$ cat src/hw/rtl/clen_pkg.sv
// ----------------------------------------------------------------------------
// clen_pkg
// Shared types, constants and helpers for the content-length deframer.
// ----------------------------------------------------------------------------
package clen_pkg;

	// width of the declared length and the body countdown
	localparam int LEN_W = 29;
	// width of the max_body_length register
	localparam int MAXLEN_W = 29;
	// width of the hunt counter and the max_hunt_bytes register
	localparam int HUNT_W = 21;
	// width of the configuration write data (widest register)
	localparam int CFG_W = (MAXLEN_W > HUNT_W) ? MAXLEN_W : HUNT_W;
	// common width for comparing the length against its limit
	localparam int CMP_W = (LEN_W > MAXLEN_W) ? LEN_W : MAXLEN_W;

	// header prefix "Content-Length: "
	localparam int HDR_LEN = 16;
	localparam int PFX_W = 5;

	localparam logic [MAXLEN_W-1:0] MAX_BODY_RESET = MAXLEN_W'(268435456);
	localparam logic [HUNT_W-1:0] MAX_HUNT_RESET = HUNT_W'(65536);

	// byte codes
	localparam logic [7:0] CH_CR = 8'h0D;
	localparam logic [7:0] CH_LF = 8'h0A;
	localparam logic [7:0] CH_SP = 8'h20;
	localparam logic [7:0] CH_TAB = 8'h09;
	localparam logic [7:0] CH_PLUS = 8'h2B;
	localparam logic [7:0] CH_MINUS = 8'h2D;
	localparam logic [7:0] CH_ZERO = 8'h30;
	localparam logic [7:0] CH_NINE = 8'h39;
	localparam logic [7:0] CH_C = 8'h43;

	// configuration register indexes
	typedef enum logic [0:0] {
		REG_MAX_BODY = 1'b0,
		REG_MAX_HUNT = 1'b1
	} reg_idx_t;

	typedef enum logic [3:0] {
		PH_HUNT     = 4'd0,
		PH_LEAD     = 4'd1,
		PH_LEAD_CR  = 4'd2,
		PH_SIGNED   = 4'd3,
		PH_DIGITS   = 4'd4,
		PH_TAIL     = 4'd5,
		PH_TAIL_CR  = 4'd6,
		PH_BLANK_CR = 4'd7,
		PH_BLANK_LF = 4'd8,
		PH_BODY     = 4'd9,
		PH_TRAIL    = 4'd10
	} phase_t;

	typedef enum logic [1:0] {
		KIND_BODY  = 2'd0,
		KIND_DONE  = 2'd1,
		KIND_ERROR = 2'd2
	} kind_t;

	typedef enum logic [2:0] {
		ERR_NONE     = 3'd0,
		ERR_HUNT     = 3'd1,
		ERR_LENGTH   = 3'd2,
		ERR_NO_BLANK = 3'd3,
		ERR_NO_LF    = 3'd4
	} err_t;

	// one result word from the parser
	typedef struct packed {
		logic       valid;
		kind_t      kind;
		logic [7:0] data;
		err_t       code;
	} result_t;

	// byte of the header prefix at a position
	function automatic logic [7:0] hdr_char(input logic [3:0] idx);
		logic [7:0] c;
		unique case (idx)
			4'd0:  c = 8'h43; // C
			4'd1:  c = 8'h6F; // o
			4'd2:  c = 8'h6E; // n
			4'd3:  c = 8'h74; // t
			4'd4:  c = 8'h65; // e
			4'd5:  c = 8'h6E; // n
			4'd6:  c = 8'h74; // t
			4'd7:  c = 8'h2D; // -
			4'd8:  c = 8'h4C; // L
			4'd9:  c = 8'h65; // e
			4'd10: c = 8'h6E; // n
			4'd11: c = 8'h67; // g
			4'd12: c = 8'h74; // t
			4'd13: c = 8'h68; // h
			4'd14: c = 8'h3A; // :
			default: c = 8'h20; // space
		endcase
		return c;
	endfunction

endpackage

$ cat src/hw/rtl/clen_in_stage.sv
// ----------------------------------------------------------------------------
// clen_in_stage
// Input register: holds one received byte until the parser takes it.
// ----------------------------------------------------------------------------
module clen_in_stage (
	input  logic       clk,
	input  logic       arst_n,
	input  logic       in_valid,
	output logic       in_stall,
	input  logic [7:0] data_byte,
	input  logic       advance,
	output logic       valid_s1,
	output logic [7:0] byte_s1
);

	// hold off upstream while a word waits and cannot move on
	assign in_stall = valid_s1 && !advance;

	// valid flag
	always_ff @(posedge clk or negedge arst_n) begin
		if (!arst_n) begin
			valid_s1 <= 1'b0;
		end else if (!in_stall) begin
			valid_s1 <= in_valid;
		end
	end

	// byte payload
	always_ff @(posedge clk) begin
		if (in_valid && !in_stall) begin
			byte_s1 <= data_byte;
		end
	end

endmodule

$ cat src/hw/rtl/clen_parser.sv
// ----------------------------------------------------------------------------
// clen_parser
// Framing state machine: prefix hunt, length line, blank line, body count
// and trailing LF, plus the two limit registers.
// ----------------------------------------------------------------------------
module clen_parser (
	input  logic                       clk,
	input  logic                       arst_n,
	input  logic                       cfg_wr_en,
	input  logic [0:0]                 cfg_index,
	input  logic [clen_pkg::CFG_W-1:0] cfg_data,
	input  logic                       step,
	input  logic [7:0]                 byte_s1,
	output clen_pkg::result_t          result
);

	localparam int SUM_W = clen_pkg::LEN_W + 4;

	// state
	clen_pkg::phase_t              phase_q, phase_d;
	logic [clen_pkg::PFX_W-1:0]    prefix_q, prefix_d;
	logic [clen_pkg::LEN_W-1:0]    acc_q, acc_d;
	logic                          too_big_q, too_big_d;
	logic                          neg_q, neg_d;
	logic                          seen_q, seen_d;
	logic [clen_pkg::LEN_W-1:0]    remain_q, remain_d;
	logic [clen_pkg::HUNT_W-1:0]   hunt_q, hunt_d;
	logic [clen_pkg::MAXLEN_W-1:0] max_body_q;
	logic [clen_pkg::HUNT_W-1:0]   max_hunt_q;

	// byte classes
	logic is_cr, is_lf, is_ws, is_digit, is_sign;
	assign is_cr    = (byte_s1 == clen_pkg::CH_CR);
	assign is_lf    = (byte_s1 == clen_pkg::CH_LF);
	assign is_ws    = (byte_s1 == clen_pkg::CH_SP) ||
	                  (byte_s1 >= clen_pkg::CH_TAB && byte_s1 <= clen_pkg::CH_CR);
	assign is_digit = (byte_s1 >= clen_pkg::CH_ZERO) && (byte_s1 <= clen_pkg::CH_NINE);
	assign is_sign  = (byte_s1 == clen_pkg::CH_PLUS) || (byte_s1 == clen_pkg::CH_MINUS);

	// accumulate one decimal digit, saturating
	logic [SUM_W-1:0]           acc_ext, acc_sum;
	logic                       acc_ovf;
	logic [clen_pkg::LEN_W-1:0] acc_digit;
	assign acc_ext   = SUM_W'(acc_q);
	assign acc_sum   = (acc_ext << 3) + (acc_ext << 1) + SUM_W'(byte_s1[3:0]);
	assign acc_ovf   = |acc_sum[SUM_W-1:clen_pkg::LEN_W];
	assign acc_digit = acc_ovf ? '1 : acc_sum[clen_pkg::LEN_W-1:0];

	// length check at the end of the line
	logic len_bad;
	assign len_bad = !seen_q || too_big_q || (neg_q && (acc_q != '0)) ||
	                 (clen_pkg::CMP_W'(acc_q) > clen_pkg::CMP_W'(max_body_q));

	// prefix match and hunt counter
	logic                        pfx_hit, pfx_done, hunt_fail;
	logic [clen_pkg::PFX_W-1:0]  prefix_inc;
	logic [clen_pkg::HUNT_W-1:0] hunt_inc;
	assign pfx_hit    = (prefix_q < clen_pkg::PFX_W'(clen_pkg::HDR_LEN)) &&
	                    (byte_s1 == clen_pkg::hdr_char(prefix_q[3:0]));
	assign prefix_inc = prefix_q + 1'b1;
	assign pfx_done   = pfx_hit && (prefix_inc == clen_pkg::PFX_W'(clen_pkg::HDR_LEN));
	assign hunt_inc   = (hunt_q != '1) ? hunt_q + 1'b1 : hunt_q;
	assign hunt_fail  = !pfx_done && (hunt_inc > max_hunt_q);

	// body countdown
	logic [clen_pkg::LEN_W-1:0] remain_dec;
	assign remain_dec = (remain_q != '0) ? remain_q - 1'b1 : remain_q;

	// number reader position
	logic leading, digits_ok;
	assign leading   = (phase_q == clen_pkg::PH_LEAD) || (phase_q == clen_pkg::PH_LEAD_CR);
	assign digits_ok = (phase_q == clen_pkg::PH_SIGNED) || (phase_q == clen_pkg::PH_DIGITS);

	// next state
	always_comb begin
		phase_d   = phase_q;
		prefix_d  = prefix_q;
		acc_d     = acc_q;
		too_big_d = too_big_q;
		neg_d     = neg_q;
		seen_d    = seen_q;
		remain_d  = remain_q;
		hunt_d    = hunt_q;
		unique case (phase_q)
			clen_pkg::PH_LEAD, clen_pkg::PH_LEAD_CR, clen_pkg::PH_SIGNED,
			clen_pkg::PH_DIGITS, clen_pkg::PH_TAIL, clen_pkg::PH_TAIL_CR: begin
				if ((phase_q == clen_pkg::PH_LEAD_CR || phase_q == clen_pkg::PH_TAIL_CR)
				    && is_lf) begin
					if (len_bad) begin
						phase_d   = clen_pkg::PH_HUNT;
						prefix_d  = '0;
						hunt_d    = '0;
						acc_d     = '0;
						too_big_d = 1'b0;
						neg_d     = 1'b0;
						seen_d    = 1'b0;
						remain_d  = '0;
					end else begin
						remain_d = acc_q;
						phase_d  = clen_pkg::PH_BLANK_CR;
					end
				end else if (leading) begin
					priority if (is_cr) begin
						phase_d = clen_pkg::PH_LEAD_CR;
					end else if (is_ws) begin
						phase_d = clen_pkg::PH_LEAD;
					end else if (is_sign) begin
						neg_d   = (byte_s1 == clen_pkg::CH_MINUS);
						phase_d = clen_pkg::PH_SIGNED;
					end else if (is_digit) begin
						acc_d     = acc_digit;
						too_big_d = too_big_q || acc_ovf;
						seen_d    = 1'b1;
						phase_d   = clen_pkg::PH_DIGITS;
					end else begin
						phase_d = clen_pkg::PH_TAIL;
					end
				end else begin
					priority if (is_digit && digits_ok) begin
						acc_d     = acc_digit;
						too_big_d = too_big_q || acc_ovf;
						seen_d    = 1'b1;
						phase_d   = clen_pkg::PH_DIGITS;
					end else if (is_cr) begin
						phase_d = clen_pkg::PH_TAIL_CR;
					end else begin
						phase_d = clen_pkg::PH_TAIL;
					end
				end
			end
			clen_pkg::PH_BLANK_CR: begin
				if (is_cr) begin
					phase_d = clen_pkg::PH_BLANK_LF;
				end else begin
					phase_d   = clen_pkg::PH_HUNT;
					prefix_d  = '0;
					hunt_d    = '0;
					acc_d     = '0;
					too_big_d = 1'b0;
					neg_d     = 1'b0;
					seen_d    = 1'b0;
					remain_d  = '0;
				end
			end
			clen_pkg::PH_BLANK_LF: begin
				if (is_lf) begin
					phase_d = (remain_q == '0) ? clen_pkg::PH_TRAIL : clen_pkg::PH_BODY;
				end else begin
					phase_d   = clen_pkg::PH_HUNT;
					prefix_d  = '0;
					hunt_d    = '0;
					acc_d     = '0;
					too_big_d = 1'b0;
					neg_d     = 1'b0;
					seen_d    = 1'b0;
					remain_d  = '0;
				end
			end
			clen_pkg::PH_BODY: begin
				remain_d = remain_dec;
				if (remain_dec == '0) begin
					phase_d = clen_pkg::PH_TRAIL;
				end
			end
			clen_pkg::PH_TRAIL: begin
				phase_d   = clen_pkg::PH_HUNT;
				prefix_d  = '0;
				hunt_d    = '0;
				acc_d     = '0;
				too_big_d = 1'b0;
				neg_d     = 1'b0;
				seen_d    = 1'b0;
				remain_d  = '0;
			end
			default: begin
				// hunting for the header prefix
				phase_d = clen_pkg::PH_HUNT;
				if (pfx_done || hunt_fail) begin
					phase_d   = pfx_done ? clen_pkg::PH_LEAD : clen_pkg::PH_HUNT;
					prefix_d  = '0;
					hunt_d    = '0;
					acc_d     = '0;
					too_big_d = 1'b0;
					neg_d     = 1'b0;
					seen_d    = 1'b0;
					remain_d  = '0;
				end else begin
					prefix_d = pfx_hit ? prefix_inc :
					           ((byte_s1 == clen_pkg::CH_C) ? clen_pkg::PFX_W'(1) : '0);
					hunt_d   = hunt_inc;
				end
			end
		endcase
	end

	// result word
	always_comb begin
		result.valid = 1'b0;
		result.kind  = clen_pkg::KIND_BODY;
		result.data  = 8'h00;
		result.code  = clen_pkg::ERR_NONE;
		unique case (phase_q)
			clen_pkg::PH_LEAD_CR, clen_pkg::PH_TAIL_CR: begin
				if (is_lf && len_bad) begin
					result.valid = 1'b1;
					result.kind  = clen_pkg::KIND_ERROR;
					result.code  = clen_pkg::ERR_LENGTH;
				end
			end
			clen_pkg::PH_BLANK_CR: begin
				if (!is_cr) begin
					result.valid = 1'b1;
					result.kind  = clen_pkg::KIND_ERROR;
					result.code  = clen_pkg::ERR_NO_BLANK;
				end
			end
			clen_pkg::PH_BLANK_LF: begin
				if (!is_lf) begin
					result.valid = 1'b1;
					result.kind  = clen_pkg::KIND_ERROR;
					result.code  = clen_pkg::ERR_NO_BLANK;
				end
			end
			clen_pkg::PH_BODY: begin
				result.valid = 1'b1;
				result.data  = byte_s1;
			end
			clen_pkg::PH_TRAIL: begin
				result.valid = 1'b1;
				if (is_lf) begin
					result.kind = clen_pkg::KIND_DONE;
				end else begin
					result.kind = clen_pkg::KIND_ERROR;
					result.code = clen_pkg::ERR_NO_LF;
				end
			end
			clen_pkg::PH_HUNT: begin
				if (hunt_fail) begin
					result.valid = 1'b1;
					result.kind  = clen_pkg::KIND_ERROR;
					result.code  = clen_pkg::ERR_HUNT;
				end
			end
			default: begin
				result.valid = 1'b0;
			end
		endcase
		result.valid = result.valid && step;
	end

	// state registers
	always_ff @(posedge clk or negedge arst_n) begin
		if (!arst_n) begin
			phase_q   <= clen_pkg::PH_HUNT;
			prefix_q  <= '0;
			acc_q     <= '0;
			too_big_q <= 1'b0;
			neg_q     <= 1'b0;
			seen_q    <= 1'b0;
			remain_q  <= '0;
			hunt_q    <= '0;
		end else if (step) begin
			phase_q   <= phase_d;
			prefix_q  <= prefix_d;
			acc_q     <= acc_d;
			too_big_q <= too_big_d;
			neg_q     <= neg_d;
			seen_q    <= seen_d;
			remain_q  <= remain_d;
			hunt_q    <= hunt_d;
		end
	end

	// limit registers
	always_ff @(posedge clk or negedge arst_n) begin
		if (!arst_n) begin
			max_body_q <= clen_pkg::MAX_BODY_RESET;
			max_hunt_q <= clen_pkg::MAX_HUNT_RESET;
		end else if (cfg_wr_en) begin
			unique case (clen_pkg::reg_idx_t'(cfg_index))
				clen_pkg::REG_MAX_BODY: max_body_q <= cfg_data[clen_pkg::MAXLEN_W-1:0];
				clen_pkg::REG_MAX_HUNT: max_hunt_q <= cfg_data[clen_pkg::HUNT_W-1:0];
				default: max_body_q <= max_body_q;
			endcase
		end
	end

endmodule

$ cat src/hw/rtl/clen_out_stage.sv
// ----------------------------------------------------------------------------
// clen_out_stage
// Result register: holds one result word until downstream takes it.
// ----------------------------------------------------------------------------
module clen_out_stage (
	input  logic              clk,
	input  logic              arst_n,
	input  clen_pkg::result_t result,
	output logic              room,
	output logic              out_valid,
	input  logic              out_stall,
	output logic [1:0]        out_kind,
	output logic [7:0]        out_byte,
	output logic [2:0]        error_code
);

	logic              valid_q;
	clen_pkg::result_t word_q;

	// free when empty or emptying this cycle
	assign room = !valid_q || !out_stall;

	// valid flag
	always_ff @(posedge clk or negedge arst_n) begin
		if (!arst_n) begin
			valid_q <= 1'b0;
		end else if (room) begin
			valid_q <= result.valid;
		end
	end

	// payload
	always_ff @(posedge clk) begin
		if (room && result.valid) begin
			word_q <= result;
		end
	end

	assign out_valid  = valid_q;
	assign out_kind   = word_q.kind;
	assign out_byte   = word_q.data;
	assign error_code = word_q.code;

endmodule

$ cat src/hw/rtl/content_length_deframer.sv
// An accepted byte goes through the input register, then the result register.
// Throughput: one byte per clock while out_stall is low; both registers
// let a new byte in while a finished word still waits downstream.
// Reset: arst_n clears the parser to prefix hunting and loads the limits
// with 2^28 for the body length and 65536 for the hunt bytes.
// ----------------------------------------------------------------------------
// content_length_deframer
// Byte-serial receiver for Content-Length framed messages: drops bytes up to
// the header, reads the length, passes the body through and flags errors.
// ----------------------------------------------------------------------------
module content_length_deframer (
	input  logic                       clk,
	input  logic                       arst_n,
	input  logic                       cfg_wr_en,
	input  logic [0:0]                 cfg_index,
	input  logic [clen_pkg::CFG_W-1:0] cfg_data,
	input  logic                       in_valid,
	output logic                       in_stall,
	input  logic [7:0]                 data_byte,
	output logic                       out_valid,
	input  logic                       out_stall,
	output logic [1:0]                 out_kind,
	output logic [7:0]                 out_byte,
	output logic [2:0]                 error_code
);

	logic              valid_s1;
	logic [7:0]        byte_s1;
	logic              room;
	logic              advance;
	clen_pkg::result_t result;

	// a word moves into the parser when the result register has room
	assign advance = valid_s1 && room;

	clen_in_stage u_in (
		.clk       (clk),
		.arst_n    (arst_n),
		.in_valid  (in_valid),
		.in_stall  (in_stall),
		.data_byte (data_byte),
		.advance   (advance),
		.valid_s1  (valid_s1),
		.byte_s1   (byte_s1)
	);

	clen_parser u_parser (
		.clk       (clk),
		.arst_n    (arst_n),
		.cfg_wr_en (cfg_wr_en),
		.cfg_index (cfg_index),
		.cfg_data  (cfg_data),
		.step      (advance),
		.byte_s1   (byte_s1),
		.result    (result)
	);

	clen_out_stage u_out (
		.clk        (clk),
		.arst_n     (arst_n),
		.result     (result),
		.room       (room),
		.out_valid  (out_valid),
		.out_stall  (out_stall),
		.out_kind   (out_kind),
		.out_byte   (out_byte),
		.error_code (error_code)
	);

endmodule
$ cat config.mk
export PLATFORM = sky130hd
export DESIGN_NAME = content_length_deframer
export DESIGN_NICKNAME = d
export VERILOG_FILES = /design/src/hw/rtl/clen_pkg.sv /design/src/hw/rtl/clen_in_stage.sv /design/src/hw/rtl/clen_parser.sv /design/src/hw/rtl/clen_out_stage.sv /design/src/hw/rtl/content_length_deframer.sv
export SDC_FILE = /design/constraint.sdc
export NUM_CORES = 1
export LEC_CHECK = 0
export BUFFER_PORTS_ARGS = -buffer_cell sky130_fd_sc_hd__buf_4
export CORE_UTILIZATION = 60
export CTS_CLUSTER_SIZE = 12
export DETAILED_ROUTE_END_ITERATION = 10
export PLACE_DENSITY = 0.83
export SYNTH_ARGS = -nofsm -noshare
export SYNTH_HDL_FRONTEND = slang
export SYNTH_HIERARCHICAL = 1
export SYNTH_SLANG_ARGS = --single-unit
$ cat constraint.sdc
create_clock -name clk -period 6.8 [get_ports clk]
set_input_delay 1.36 -clock clk [delete_from_list [all_inputs] [get_ports clk]]
set_output_delay 1.36 -clock clk [all_outputs]
set_load 0.05 [all_outputs]
==> results of run 1 <==
==> state kept, by name, summed over array words and instances (netlist names), 2 cells and up <==
| name | flops |
|---|---|
| u_parser/acc_q | 29 |
| u_parser/max_hunt_q | 21 |
| u_out/error_code | 3 |
| u_out/out_kind | 2 |
| u_parser/max_body_q | 29 |
| u_parser/prefix_q | 5 |
| u_out/out_byte | 8 |
| u_parser/remain_q | 29 |
| u_parser/phase_q | 4 |
| u_in/byte_s1 | 8 |
| u_parser/hunt_q | 21 |
==> layer usage <==
layer / wire (microns) / part of all wire (%) / global-route usage [%]
met5: 0 / 0 / 0
met4: 977 / 3.1 / 12.3
met3: 1870 / 6.0 / 5.56
met2: 15000 / 48 / 51.0
met1: 13500 / 43 / 40.9
==> stage by stage <==
stage                     total power [mW]  area, sq um  cells  util (%)
after floorplan                       2.83        12000   1396         -
after global placement                3.25        12600   1659      64.4
after detailed placement              3.29        12600   1659      64.4
after CTS                             4.24        13100   1691      67.3
after global routing                  4.53        13100   1691      67.3
final                                 4.28        13100   1691      67.3
==> critical path: cells and delay by family, from the launching register on <==
kind            cells  cell delay, ps
fa+ha+maj           1             300
compound gates      4            1970
xor+xnor            1             110
simple gates       10            2870
flops               1             470
==> layout make-up <==
type	instances	area (sq um)
multi-input combinational	1092	7270
tap	265	332
inverter	74	278
timing repair buffer	64	484
clock buffer	22	474
fill	1590	6380
sequential	164	4210
clock inverter	10	97.6
==> cell families after synthesis <==
family          count (synthesis)  share of synthesized area [%]
buf+inv                       140                           4.51
simple gates                  501                           20.9
compound gates                380                           19.6
fa+ha+maj                     116                           12.2
xor+xnor                       58                           4.30
mux                            37                           3.40
flops                         164                           35.1
==> placed cells by master, fill, tap and decap left out, types with 7 or more instances in the layout <==
cell / n
a211oi_1: 27
a21o_1: 20
a21oi_1: 94
a22oi_1: 10
a31oi_1: 9
and2_1: 17
and3_1: 14
and4_1: 11
buf_4: 63
clkbuf_16: 17
dfrtp_1: 141
edfxtp_1: 21
ha_1: 114
inv_1: 73
mux2_2: 26
mux2i_1: 10
nand2_1: 145
nand2b_1: 7
nand3_1: 35
nand4_1: 20
nor2_1: 117
nor2b_1: 11
nor3_1: 50
nor4_1: 19
o211ai_1: 12
o21ai_0: 133
o22ai_1: 14
or3_1: 10
xnor2_1: 29
xor2_1: 28
==> how the worst max path moves through the flow <==
stage          slack (ps)  cells after the start                    end
2_1_floorplan        1990                     20    u_out/error_code[0]
6_report              970                     16  u_parser/remain_q[11]
5_1_grt               580                     16   u_parser/remain_q[8]
3_3_place_gp         1580                     19      u_parser/acc_q[0]
4_1_cts              1140                     18      u_out/out_byte[5]
3_5_place_dp         1340                     18      u_out/out_byte[7]
==> power by group <==
group / internal [mW] / switching, mW
logic: 0.663 / 1.35
clock network: 0.536 / 0.405
registers: 1.16 / 0.159
==> results.json, run 1 <==
{
  "core_area_sq_um": 19500,
  "slowest_stage": "a31o_2",
  "yosysTopAreaCell": "dfrtp_1",
  "worstSetupStartpoint": "u_parser/hunt_q[12]",
  "ff2ff_setup_slack_ps": 970,
  "r2r_end": "u_parser/remain_q[11]",
  "synth_cells": 1396,
  "slew_headroom_pct": 18.3,
  "ctsHoldBuffers": 0,
  "worstPathRequired_ps": 7140,
  "grt_pass1_wl_microns": 50000,
  "synth_ff_type": "dfrtp_1",
  "finClkSkew_ps": 15.8,
  "dieArea_sq_um": 20600,
  "rows": 51,
  "routedWlPerCell_microns": 18.5,
  "synth_common_cells": "nand2_1 (145), dfrtp_1 (141), o21ai_0 (133), nor2_1 (117), ha_1 (114)",
  "powerDensity_nw_per_um2": 325,
  "nets": 1572,
  "synth.most_common_cell": "nand2_1",
  "setup_slack_ps": 970,
  "synth_edf_count": 21,
  "drc": 0,
  "synth_top_area_share_pct": 29.4,
  "post-cts-setup-buffers": 0,
  "status": "finished clean",
  "ys_async_sr_fraction_pct": 87.2,
  "synth_cell_type_count": 86,
  "rsz0062_at_grt": "false",
  "synth_nets": 1555,
  "worstSetupPathType": "flop to flop",
  "pin_count": 58,
  "dr.first_iter.drc_count": 868,
  "reg2reg_depth": 16,
  "drv_cap": 0,
  "synth-seq-area-share_pct": 35.1,
  "crit_path_frequent_cell": "nand4_1",
  "max_stage_delay_ps": 890,
  "place_ws_ps": 1340,
  "worst_pin_slew_ps": 1220,
  "grt_pass1_vias": 9974,
  "critical_path.max_fanout": 57,
  "viasPerCell": 6.36,
  "areaGrowthSynthToFinish_pct": 9.58,
  "whs_endpoint": "u_parser/max_hunt_q[1]",
  "diodes": 0,
  "dr.pass1.iters": 5,
  "initial_core_util_pct": 61.4,
  "hold_start": "u_parser/max_hunt_q[1]",
  "post-route-period-util_pct": 85.7,
  "overflow": 0,
  "hold_depth": 1,
  "crit_arrival_ps": 6170,
  "gp_congestion": 0.950,
  "antenna_left": 0,
  "grt_max_degree": 77,
  "hold_viol": 0,
  "endpoint_kind": "flop",
  "timing.hold.ws_ps": 508,
  "r2r_start": "u_parser/hunt_q[12]",
  "cts_buffers": 17,
  "grt_util_all_layers_pct": 31.1,
  "setup_viol": 0,
  "cts_sinks": 164,
  "antenna_found_initial": 0,
  "cts_root_buf": "clkbuf_16",
  "post-route-min-period_ps": 5830,
  "avgSynthCellArea_sq_um": 8.59,
  "crit_path_start_kind": "flop",
  "cts-resized-gates": 0,
  "maxSlewViolCount": 0,
  "leakage_nw": 6.16,
  "portBuffers": 57,
  "cp_cell_sequence": "and4_1, nand4_1, nor4_1, or3_1, nor2_1, and2_1, nand3_1, xnor2_1, ha_1, nand4_1, nor4_1, nand4_1, o32ai_1, a31o_2, o21ai_0, o21ai_0",
  "htree_levels": 4,
  "clkTransAtPathRegs_ps": 60,
  "synth_seq_cells": 164,
  "wl_microns": 31300,
  "yosys_warnings": 6,
  "via_count": 10800,
  "die_h_microns": 143,
  "synth_area_leaders": "dfrtp_1 (29%), ha_1 (12%), o21ai_0 (5.5%)",
  "die-width_microns": 143,
  "irDropWorstVdd_uv": 201,
  "dpl.hpwl_microns": 22500,
  "clk_latency_ps": 440,
  "clk_path_buf_depth": 2,
  "cts_tree": "built",
  "final.setup.tns_ps": 0,
  "max_freq_ghz": 0.172,
  "hp-class": "flop to flop",
  "final_layout_size_suffix_gt1_share_pct": 10.7,
  "synth_area_sq_um": 12000
}
No activity file was read; power rests on OpenSTA's default activity.
==> run 2, diff against run 1 <==
--- a/config.mk
+++ b/config.mk
@@ -6,10 +6,10 @@
 export NUM_CORES = 1
 export LEC_CHECK = 0
 export BUFFER_PORTS_ARGS = -buffer_cell sky130_fd_sc_hd__buf_4
-export CORE_UTILIZATION = 60
+export CORE_UTILIZATION = 63
 export CTS_CLUSTER_SIZE = 12
 export DETAILED_ROUTE_END_ITERATION = 10
-export PLACE_DENSITY = 0.83
+export PLACE_DENSITY = 0.87
 export SYNTH_ARGS = -nofsm -noshare
 export SYNTH_HDL_FRONTEND = slang
 export SYNTH_HIERARCHICAL = 1
==> run 2 against run 1 <==
Effect of this change: setup slack got worse by 31 ps; clock skew decreased by 3.5 ps; fmax shrank 0.53%; critical path depth increased by 4; non-clock buffer count is the same; flip-flop and latch count stayed put; die area down 4.7%; critical path type unchanged; critical endpoint is now u_parser/acc_q[12].
==> results.json, run 2 (synthesis results as in run 1) <==
{
  "status": "finished clean",
  "antenna_left": 0,
  "ctsHoldBuffers": 0,
  "post-route-min-period_ps": 5860,
  "finClkSkew_ps": 12.2,
  "nets": 1572,
  "final.setup.tns_ps": 0,
  "cts_root_buf": "clkbuf_16",
  "p_sw_mw": 1.91,
  "portBuffers": 57,
  "post-cts-setup-buffers": 0,
  "critical_path.max_fanout": 31,
  "die_h_microns": 140,
  "areaGrowthSynthToFinish_pct": 9.66,
  "post-route-period-util_pct": 86.2,
  "seq_power_share_pct": 30.1,
  "r2r_start": "u_parser/hunt_q[13]",
  "p_int_mw": 2.46,
  "via_count": 10800,
  "initial_core_util_pct": 64.1,
  "cts_tree": "built",
  "rsz0062_at_grt": "false",
  "drv_cap": 0,
  "pin_count": 58,
  "reg.largest.list": "u_parser/acc_q (29), u_parser/max_body_q (29), u_parser/remain_q (29)",
  "worst_pin_slew_ps": 1090,
  "max_freq_ghz": 0.171,
  "clk_latency_ps": 420,
  "slowest_stage": "nor4_1",
  "gp_congestion": 0.961,
  "multi_input_area_sq_um": 7270,
  "ff2ff_setup_slack_ps": 940,
  "antenna_found_initial": 0,
  "r2r_end": "u_parser/acc_q[12]",
  "cts_buffers": 17,
  "worstPathRequired_ps": 7130,
  "crit_path_start_kind": "flop",
  "pwr-share-clk_pct": 23.3,
  "cts-resized-gates": 0,
  "setup_viol": 0,
  "cp_cell_sequence": "and4_1, nand4_1, nor4_1, or3_1, nor2_1, and2_1, nand3_1, xnor2_1, ha_1, nand4_1, nor4_1, nand4_1, o32ai_1, nand3_1, buf_4, nand2_1, buf_4, nor3_2, buf_4, nor3_1",
  "powerDensity_nw_per_um2": 332,
  "post_dp_cell_area_sq_um": 12500,
  "leakage_nw": 6.19,
  "whs_endpoint": "u_parser/max_hunt_q[20]",
  "wl_microns": 30800,
  "comb_power_share_pct": 46.6,
  "irDropWorstVdd_uv": 233,
  "grt_pass1_vias": 10200,
  "n_fill_cell": 1392,
  "clk_path_buf_depth": 2,
  "clkTransAtPathRegs_ps": 60,
  "hp-class": "flop to flop",
  "crit_family": "simple AND/OR/NAND/NOR gates",
  "drc": 0,
  "core_area_sq_um": 18700,
  "grt_util_all_layers_pct": 31.9,
  "max_stage_delay_ps": 940,
  "dieArea_sq_um": 19600,
  "dr.pass1.iters": 8,
  "cts_sinks": 164,
  "overflow": 0,
  "crit_arrival_ps": 6190,
  "dr.first_iter.drc_count": 993,
  "worstSetupPathType": "flop to flop",
  "hold_viol": 0,
  "dpl.hpwl_microns": 22400,
  "final_layout_size_suffix_gt1_share_pct": 10.7,
  "maxSlewViolCount": 0,
  "regArea_sq_um": 4210,
  "final_common_cell": "nand2_1",
  "hold_start": "u_parser/max_hunt_q[20]",
  "layout_common_cells": "nand2_1 (145), dfrtp_1 (141), o21ai_0 (133), nor2_1 (117), ha_1 (114)",
  "grt_pass1_wl_microns": 50400,
  "hold_depth": 1,
  "stdcell_area_sq_um": 13200,
  "crit_buf_inv": 3,
  "grt_max_degree": 81,
  "switching_share_pct": 43.8,
  "reg2reg_depth": 20,
  "slew_headroom_pct": 26.9,
  "rows": 50,
  "routedWlPerCell_microns": 18.6,
  "htree_levels": 4,
  "diodes": 0,
  "die-width_microns": 140,
  "viasPerCell": 6.53,
  "endpoint_kind": "flop"
}
[run 2: power groups by stage]
| stage | clock, mW | sequential [mW] | combinational [mW] |
|---|---|---|---|
| after floorplan | 0 | 1.35 | 1.48 |
| after global placement | 0 | 1.32 | 1.93 |
| after detailed placement | 0 | 1.33 | 1.97 |
| after CTS | 1.02 | 1.31 | 1.99 |
| after global routing | 1.07 | 1.34 | 2.22 |
| final | 1.02 | 1.32 | 2.03 |
[run 2: cell type report]
type	count	share of cell area, %
Multi-Input combinational cell	1092	55.2
Sequential cell	164	32.0
Timing Repair Buffer	64	3.68
Clock buffer	22	3.53
Tap cell	234	2.23
Inverter	74	2.11
Clock inverter	10	1.19
[run 2: per-layer routing]
layer  up-vias  routed length (microns)  global-route usage [%]
li1       5111                        -                       -
met1      5211                    13400                    42.7
met2       442                    14500                    51.6
met3        84                     1840                    4.85
met4         0                     1070                    14.1
met5         -                        0                       0
[run 2: how the worst max path moves through the flow]
stage	end	cells after the start	slack, ps	start
final	u_parser/acc_q[12]	20	940	u_parser/hunt_q[13]
after detailed placement	u_out/out_byte[4]	18	1200	u_parser/hunt_q[12]
after global placement	u_parser/acc_q[0]	20	1470	u_parser/hunt_q[12]
after CTS	u_out/out_byte[6]	18	1130	u_parser/hunt_q[13]
after floorplan	u_out/error_code[0]	20	1990	u_parser/hunt_q[3]
after global routing	u_parser/acc_q[11]	20	580	u_parser/hunt_q[12]
[run 2: per-stage QoR]
| step | hold WS, ps | instances | worst slack [ps] | util (%) | total power, mW |
|---|---|---|---|---|---|
| floorplan | 450 | 1396 | 1990 | - | 2.83 |
| global placement | 483 | 1628 | 1470 | 67.0 | 3.25 |
| detailed placement | 494 | 1628 | 1200 | 67.0 | 3.29 |
| CTS | 509 | 1660 | 1130 | 70.3 | 4.33 |
| global route | 523 | 1660 | 578 | 70.3 | 4.62 |
| finish | 507 | 1660 | 939 | 70.3 | 4.37 |
